**src/rtl/sps_pkg.sv**
```systemverilog
// Shared types and constants for the scale packet settle latch.
// Used by every module in rtl/; depends on nothing else.
package sps_pkg;

  localparam logic [7:0]  MAGIC_VALUE   = 8'hAC;
  localparam logic [7:0]  STABLE_VALUE  = 8'h02;
  localparam logic [7:0]  WEIGHT_OFFSET = 8'h68;
  localparam logic [7:0]  MIN_LENGTH    = 8'd10;
  localparam logic [31:0] SETTLE_RESET  = 32'd2000;
  localparam int          QUEUE_DEPTH   = 2;

  typedef enum logic [2:0] {
    ST_IGNORED  = 3'd0,
    ST_ZERO     = 3'd1,
    ST_WAITING  = 3'd2,
    ST_REPORTED = 3'd3,
    ST_ALREADY  = 3'd4
  } status_t;

  typedef enum logic [1:0] {
    CLS_IGNORE = 2'd0,
    CLS_ZERO   = 2'd1,
    CLS_MEAS   = 2'd2
  } cls_t;

  typedef struct packed {
    logic [7:0]  pkt_length;
    logic [7:0]  magic_byte;
    logic [7:0]  weight_top;
    logic [7:0]  weight_mid;
    logic [7:0]  weight_low;
    logic [7:0]  status_byte;
    logic [7:0]  imp_high;
    logic [7:0]  imp_low;
    logic [31:0] now_ms;
  } in_item_t;

  typedef struct packed {
    logic [2:0]  status;
    logic [23:0] weight_grams;
    logic [15:0] impedance;
  } out_item_t;

  // One classified packet as it waits between the front and the back.
  typedef struct packed {
    cls_t        cls;
    logic [23:0] weight;
    logic        stable;
    logic [15:0] imp;
    logic [31:0] now_ms;
  } q_entry_t;

endpackage

```
**src/rtl/scale_packet_settle_latch_core.sv**
```systemverilog
// Top level of the scale packet settle latch.
// Depends on sps_pkg, sps_front, sps_queue and sps_back.
//
// Takes one decoded scale packet per transaction and returns exactly one result
// per packet, in order. A packet may be accepted every clock cycle unless in_stall
// is high; each packet passes through the queue and then the result register on
// its way to the output. The queue between the classifier and the settle logic
// holds QUEUE_DEPTH packets, so the input stalls only when a stalled output has
// backed the queue up. The settle time register is written through the cfg_
// port, which is always ready; write it only while no packet is in flight.
module scale_packet_settle_latch_core #(
  parameter int QUEUE_DEPTH = sps_pkg::QUEUE_DEPTH
) (
  input  logic               clk,
  input  logic               rst_n,
  input  logic               in_valid,
  output logic               in_stall,
  input  sps_pkg::in_item_t  in_data,
  output logic               out_valid,
  input  logic               out_stall,
  output sps_pkg::out_item_t out_data,
  input  logic               cfg_valid,
  output logic               cfg_ready,
  input  logic [31:0]        cfg_data
);

  sps_pkg::q_entry_t front_entry;
  sps_pkg::q_entry_t q_data;
  logic              q_full;
  logic              q_empty;
  logic              q_rd;

  assign in_stall  = q_full;
  assign cfg_ready = 1'b1;

  sps_front u_front (
    .in_data (in_data),
    .entry   (front_entry)
  );

  sps_queue #(
    .DEPTH (QUEUE_DEPTH)
  ) u_queue (
    .clk     (clk),
    .rst_n   (rst_n),
    .wr_en   (in_valid && !q_full),
    .wr_data (front_entry),
    .full    (q_full),
    .rd_en   (q_rd),
    .empty   (q_empty),
    .rd_data (q_data)
  );

  sps_back u_back (
    .clk       (clk),
    .rst_n     (rst_n),
    .cfg_we    (cfg_valid && cfg_ready),
    .cfg_data  (cfg_data),
    .q_empty   (q_empty),
    .q_data    (q_data),
    .q_rd      (q_rd),
    .out_valid (out_valid),
    .out_stall (out_stall),
    .out_data  (out_data)
  );

endmodule

```
**src/rtl/sps_front.sv**
```systemverilog
// Front end: accepts packets and classifies them into queue entries.
// Depends on sps_pkg.
module sps_front (
  input  sps_pkg::in_item_t in_data,
  output sps_pkg::q_entry_t entry
);

  logic [7:0]  top_off;
  logic        neg;
  logic [23:0] weight;

  always_comb begin
    top_off = in_data.weight_top - sps_pkg::WEIGHT_OFFSET;
    neg     = (in_data.weight_top < sps_pkg::WEIGHT_OFFSET);
    // A top byte below the offset would give a negative weight; it clamps to zero.
    weight  = neg ? 24'd0 : {top_off, in_data.weight_mid, in_data.weight_low};

    entry.weight = weight;
    entry.stable = (in_data.status_byte == sps_pkg::STABLE_VALUE);
    entry.imp    = {in_data.imp_high, in_data.imp_low};
    entry.now_ms = in_data.now_ms;
    if ((in_data.pkt_length < sps_pkg::MIN_LENGTH) ||
        (in_data.magic_byte != sps_pkg::MAGIC_VALUE)) begin
      entry.cls = sps_pkg::CLS_IGNORE;
    end else if (weight == 24'd0) begin
      entry.cls = sps_pkg::CLS_ZERO;
    end else begin
      entry.cls = sps_pkg::CLS_MEAS;
    end
  end

endmodule

```
**src/rtl/sps_queue.sv**
```systemverilog
// Short queue between the classifying front end and the state back end.
// Depends on sps_pkg.
module sps_queue #(
  parameter int DEPTH = sps_pkg::QUEUE_DEPTH
) (
  input  logic              clk,
  input  logic              rst_n,
  input  logic              wr_en,
  input  sps_pkg::q_entry_t wr_data,
  output logic              full,
  input  logic              rd_en,
  output logic              empty,
  output sps_pkg::q_entry_t rd_data
);

  localparam int PW = (DEPTH > 1) ? $clog2(DEPTH) : 1;
  localparam int CW = $clog2(DEPTH + 1);

  sps_pkg::q_entry_t slots_r [DEPTH];
  logic [PW-1:0] wr_ptr_r, wr_ptr_nxt;
  logic [PW-1:0] rd_ptr_r, rd_ptr_nxt;
  logic [CW-1:0] count_r, count_nxt;

  assign full    = (count_r == CW'(DEPTH));
  assign empty   = (count_r == '0);
  assign rd_data = slots_r[rd_ptr_r];

  always_comb begin
    wr_ptr_nxt = wr_ptr_r;
    rd_ptr_nxt = rd_ptr_r;
    count_nxt  = count_r;
    if (wr_en) begin
      wr_ptr_nxt = (wr_ptr_r == PW'(DEPTH - 1)) ? '0 : wr_ptr_r + 1'b1;
    end
    if (rd_en) begin
      rd_ptr_nxt = (rd_ptr_r == PW'(DEPTH - 1)) ? '0 : rd_ptr_r + 1'b1;
    end
    if (wr_en && !rd_en) begin
      count_nxt = count_r + 1'b1;
    end else if (!wr_en && rd_en) begin
      count_nxt = count_r - 1'b1;
    end
  end

  always_ff @(posedge clk) begin
    if (!rst_n) begin
      wr_ptr_r <= '0;
      rd_ptr_r <= '0;
      count_r  <= '0;
    end else begin
      wr_ptr_r <= wr_ptr_nxt;
      rd_ptr_r <= rd_ptr_nxt;
      count_r  <= count_nxt;
    end
  end

  always_ff @(posedge clk) begin
    if (wr_en) begin
      slots_r[wr_ptr_r] <= wr_data;
    end
  end

  a_count_bound: assert property (@(posedge clk) disable iff (!rst_n)
    count_r <= CW'(DEPTH))
    else $error("queue count beyond depth");

  a_no_overflow: assert property (@(posedge clk) disable iff (!rst_n)
    full && !rd_en |-> !wr_en)
    else $error("queue written while full");

  a_no_underflow: assert property (@(posedge clk) disable iff (!rst_n)
    empty |-> !rd_en)
    else $error("queue read while empty");

endmodule

```
**src/rtl/sps_back.sv**
```systemverilog
// Back end: settle state, timer compare and the registered result stage.
// Depends on sps_pkg.
module sps_back (
  input  logic                clk,
  input  logic                rst_n,
  input  logic                cfg_we,
  input  logic [31:0]         cfg_data,
  input  logic                q_empty,
  input  sps_pkg::q_entry_t   q_data,
  output logic                q_rd,
  output logic                out_valid,
  input  logic                out_stall,
  output sps_pkg::out_item_t  out_data
);

  logic [31:0] settle_r;
  logic        pend_valid_r, pend_valid_nxt;
  logic [23:0] pend_weight_r, pend_weight_nxt;
  logic [31:0] since_r, since_nxt;
  logic        sent_r, sent_nxt;
  logic        ovalid_r, ovalid_nxt;
  sps_pkg::out_item_t odata_r, odata_nxt;
  logic [31:0] elapsed;
  logic        same_weight;

  // A transaction leaves the queue whenever the result register is free or draining.
  assign q_rd      = !q_empty && (!ovalid_r || !out_stall);
  assign out_valid = ovalid_r;
  assign out_data  = odata_r;

  assign elapsed     = q_data.now_ms - since_r;
  assign same_weight = pend_valid_r && (q_data.weight == pend_weight_r);

  always_comb begin
    pend_valid_nxt  = pend_valid_r;
    pend_weight_nxt = pend_weight_r;
    since_nxt       = since_r;
    sent_nxt        = sent_r;
    ovalid_nxt      = ovalid_r && out_stall;
    odata_nxt       = odata_r;
    if (q_rd) begin
      ovalid_nxt             = 1'b1;
      odata_nxt.weight_grams = '0;
      odata_nxt.impedance    = '0;
      case (q_data.cls)
        sps_pkg::CLS_IGNORE: begin
          odata_nxt.status = sps_pkg::ST_IGNORED;
        end
        sps_pkg::CLS_ZERO: begin
          pend_valid_nxt   = 1'b0;
          sent_nxt         = 1'b0;
          odata_nxt.status = sps_pkg::ST_ZERO;
        end
        sps_pkg::CLS_MEAS: begin
          if (sent_r) begin
            odata_nxt.status = sps_pkg::ST_ALREADY;
          end else if (!same_weight) begin
            pend_valid_nxt   = 1'b1;
            pend_weight_nxt  = q_data.weight;
            since_nxt        = q_data.now_ms;
            odata_nxt.status = sps_pkg::ST_WAITING;
          end else if (q_data.stable && (elapsed >= settle_r)) begin
            sent_nxt               = 1'b1;
            odata_nxt.status       = sps_pkg::ST_REPORTED;
            odata_nxt.weight_grams = pend_weight_r;
            odata_nxt.impedance    = q_data.imp;
          end else begin
            odata_nxt.status = sps_pkg::ST_WAITING;
          end
        end
        default: begin
          odata_nxt.status = sps_pkg::ST_IGNORED;
        end
      endcase
    end
  end

  always_ff @(posedge clk) begin
    if (!rst_n) begin
      settle_r      <= sps_pkg::SETTLE_RESET;
      pend_valid_r  <= 1'b0;
      pend_weight_r <= '0;
      since_r       <= '0;
      sent_r        <= 1'b0;
      ovalid_r      <= 1'b0;
    end else begin
      if (cfg_we) begin
        settle_r <= cfg_data;
      end
      pend_valid_r  <= pend_valid_nxt;
      pend_weight_r <= pend_weight_nxt;
      since_r       <= since_nxt;
      sent_r        <= sent_nxt;
      ovalid_r      <= ovalid_nxt;
    end
  end

  always_ff @(posedge clk) begin
    odata_r <= odata_nxt;
  end

  a_report_nonzero: assert property (@(posedge clk) disable iff (!rst_n)
    ovalid_r && (odata_r.status == sps_pkg::ST_REPORTED) |-> odata_r.weight_grams != 24'd0)
    else $error("report with zero weight");

  a_report_latches: assert property (@(posedge clk) disable iff (!rst_n)
    q_rd && (odata_nxt.status == sps_pkg::ST_REPORTED) |=> sent_r)
    else $error("report did not set the sent mark");

  a_sent_needs_pending: assert property (@(posedge clk) disable iff (!rst_n)
    sent_r |-> pend_valid_r)
    else $error("sent mark without pending weight");

endmodule

```
**config.mk**
```make
export PLATFORM = sky130hd
export DESIGN_NAME = scale_packet_settle_latch_core
export DESIGN_NICKNAME = d
export VERILOG_FILES = /design/src/rtl/sps_pkg.sv /design/src/rtl/scale_packet_settle_latch_core.sv /design/src/rtl/sps_front.sv /design/src/rtl/sps_queue.sv /design/src/rtl/sps_back.sv
export SDC_FILE = /design/constraint.sdc
export NUM_CORES = 1
export LEC_CHECK = 0
export BUFFER_PORTS_ARGS = -buffer_cell sky130_fd_sc_hd__buf_2
export CAP_MARGIN = 5
export CORE_MARGIN = 2
export CORE_UTILIZATION = 53
export DETAILED_ROUTE_END_ITERATION = 10
export HOLD_SLACK_MARGIN = 0.08
export PLACE_DENSITY = 0.79
export SLEW_MARGIN = 0
export SYNTH_ARGS = -nofsm -noshare
export SYNTH_HDL_FRONTEND = slang
export SYNTH_SLANG_ARGS = --single-unit
```
**constraint.sdc**
```tcl
create_clock -name clk -period 6.4 [get_ports clk]
set_input_delay 1.28 -clock clk [delete_from_list [all_inputs] [get_ports clk]]
set_output_delay 1.28 -clock clk [all_outputs]
set_load 0.03 [all_outputs]
```
==> impl_metrics.ini <==
[place]
io_buffers = 176
place_area_mm2 = 0.0151
dp.cells = 1628
hpwlAfterDp_um = 19600
routabilityCongestion = 0.855
dp_slack_ns = 0.661

[detailed_routing]
ant_nets = 0
drt_iter0_drc = 580
vias = 9090
avgViaCountPerCell = 5.40
finalWirelength_um = 28300
first_pass_iters = 5
drcViolationCount = 0
routedWlPerCell_um = 16.8

[clock_network]
cts_num_sinks = 289
cts_tree = yes
cts_max_level = 1
root_buffer = clkbuf_16
cts_made_buffers = 30
clkSlewWorstSetupHoldPaths_ns = 0.06
cts_resized = 0
clock_latency_ns = 0.56
cts_buffer_depth = 3
postCtsSetupRepairBufs = 0
hold_buffers = 0

[sta]
hold_violations = 0
clock_skew_ns = 0.0272
fin_tns_setup_ns = 0
relSlewSlack = 0.233
setup_viol = 0
layout_setup_ws_ns = 0.688
period_minus_slack_ns = 5.71
rsz0062_at_grt = false
slew_violations = 0
final.period_utilization = 0.893
worst_slew_pin_slew_ns = 1.15
fmax_ghz = 0.175

[setup_path]
cp.required_ns = 6.70
start_kind = flop
crit_path_end_kind = flop
worst-path-max-fanout = 42
crit_path_cell_trace = mux2i_1 > ha_1 > inv_1 > fa_1 > a211oi_1 > o21bai_1 > a21oi_1 > o21ai_1 > a31oi_2 > buf_4 > o21ai_0 > a21o_1 > a311o_1 > ha_1 > a21o_1 > a21o_1 > a21oi_1 > o21ai_0 > a211o_1 > a21oi_1 > o21a_1 > buf_12 > o22ai_1
reg2reg_setup_slack_ns = 0.69
path_class = reg -> reg
slowest_stage = dfxtp_4
rr_worst_depth = 23
r2r_end = u_back.out_data[40]$_DFFE_PP_
cp.arrival_ns = 6.01
critical_path.max_stage_delay_ns = 0.52

[final_layout]
drive_gt1_frac = 0.212
utilization = 0.622
design_area_mm2 = 0.0161
fill_cells = 2099
stdcell_count = 1684
fin_nets = 1527
area_delta_synth_final_pct = 15.9
diodes = 0

[yosys]
postSynth.asyncResetShare = 0
synthCells = 1158
syn-cell-area_mm2 = 0.0139
syn_avg_cell_area_um2 = 12.0
ys_types = 63
dominantRegCellSynth = edfxtp_1
synth_seq_cells = 289
seq_area_frac_synth = 0.555
synth.most_common_cell = edfxtp_1
synth.area.top_cells = edfxtp_1, dfxtp_1, mux2i_1
yosys-top-cells-count = edfxtp_1, inv_1, mux2i_1, dfxtp_1, nor2b_1
synth_edf_count = 193
ys_warn_count = 0
synth_top_cell_by_area = edfxtp_1
synth_fp_nets = 1360
yosys.area.top_type_share = 0.417

[global_route]
grt_max_degree = 77
grt_pass1_vias = 8894
grtUsageTotal = 0.201
antenna_found_initial = 0
grt_overflow = 0
grt_pass1_wl_um = 45400

[status]
status = completed

[die]
rows = 59
fp.dieH_um = 166
coreArea_mm2 = 0.0259
die_w_um = 166
start_util = 0.537
die-area_mm2 = 0.0276
io_pins = 179

[hold_path]
hp-start = u_back.out_valid$_SDFF_PN0_
holdPathStages = 2
hp-class = reg -> reg
min_to = u_back.out_valid$_SDFF_PN0_

[pwr]
p_leak_nw = 6.36
p_per_area_mw_per_mm2 = 459
ir_worst_vdd_uv = 338

[run]
cap_viol_max_count = 0
report_power, final:
part	switching, mW	total [mW]	internal, mW
clock	0.710	1.79	1.08
combinational	1.87	3.09	1.22
sequential	0.138	2.52	2.38
state kept, by name, indices dropped and copies added, names as in the netlist, named ones only:
register,cells
u_queue.slots_r,150
u_back.since_r,32
u_back.pend_valid_r,1
u_queue.rd_ptr_r,1
u_back.settle_r,32
u_back.out_data,43
u_back.sent_r,1
u_back.out_valid,1
u_queue.count_r,2
u_queue.wr_ptr_r,1
u_back.pend_weight_r,24
cell families after synthesis:
family                   Yosys count  synth area share
AO/OA/AOI/OAI                    153            0.0817
XOR/XNOR                          55            0.0346
flip-flops                       289             0.555
buffers and inverters            158            0.0469
multiplexers                     134             0.100
other                              1          0.000270
adder cells (fa/ha/maj)           69            0.0626
AND/OR/NAND/NOR                  299             0.119
per-stage QoR:
step                      hold WS (ns)  total power [mW]
after detailed placement         0.499              5.65
final                            0.504              7.41
after global placement           0.486              5.55
after CTS                        0.508              7.45
after floorplan                  0.461              4.89
after global routing             0.528              7.90
critical path, delay by kind of cell, from the launching register on:
| family | cells | cell delay, ns |
|---|---|---|
| buffers and inverters | 3 | 0.47 |
| DFF | 1 | 0.52 |
| muxes | 1 | 0.30 |
| AOI/OAI and AO/OA | 16 | 3.34 |
| adders and majority gates | 3 | 0.81 |
final cells by class:
class | count | area (um^2) | area share
well taps | 335 | 419 | 0.0260
inverters | 105 | 394 | 0.0244
multi-input cells | 711 | 5570 | 0.345
clock inverters | 15 | 194 | 0.0120
flip-flops and latches | 289 | 7720 | 0.479
clock buffers | 41 | 843 | 0.0523
repair buffers | 188 | 983 | 0.0610
how the worst max path moves through the flow:
stage	start	to	slack (ns)	cells past startpoint
3_5_place_dp	flop	u_back.out_data[25]$_SDFFCE_PP0P_	0.66	23
2_1_floorplan	flop	u_back.out_data[40]$_DFFE_PP_	0.51	27
3_3_place_gp	flop	u_back.out_data[40]$_DFFE_PP_	0.78	22
6_report	flop	u_back.out_data[40]$_DFFE_PP_	0.69	23
4_1_cts	flop	u_back.out_data[4]$_SDFFCE_PP0P_	0.68	23
5_1_grt	flop	u_back.out_data[40]$_DFFE_PP_	0.30	23
routing by layer:
layer | vias up | GRT usage | routed length, um
met5 | - | 0 | 0
met4 | 0 | 0.0560 | 641
met3 | 38 | 0.0291 | 1310
met2 | 207 | 0.341 | 13700
met1 | 4305 | 0.272 | 12700
li1 | 4540 | - | -
cell usage in the layout, fill, tap and decap left out, types with 42 or more instances in the layout:
cell type  count
edfxtp_1     193
nand2_1       55
ha_1          68
mux2i_1       98
nor2b_1       83
buf_2        176
dfxtp_1       95
inv_1        104
nor4_1        56
xnor2_1       42
Power figures use the tool's default switching activity.
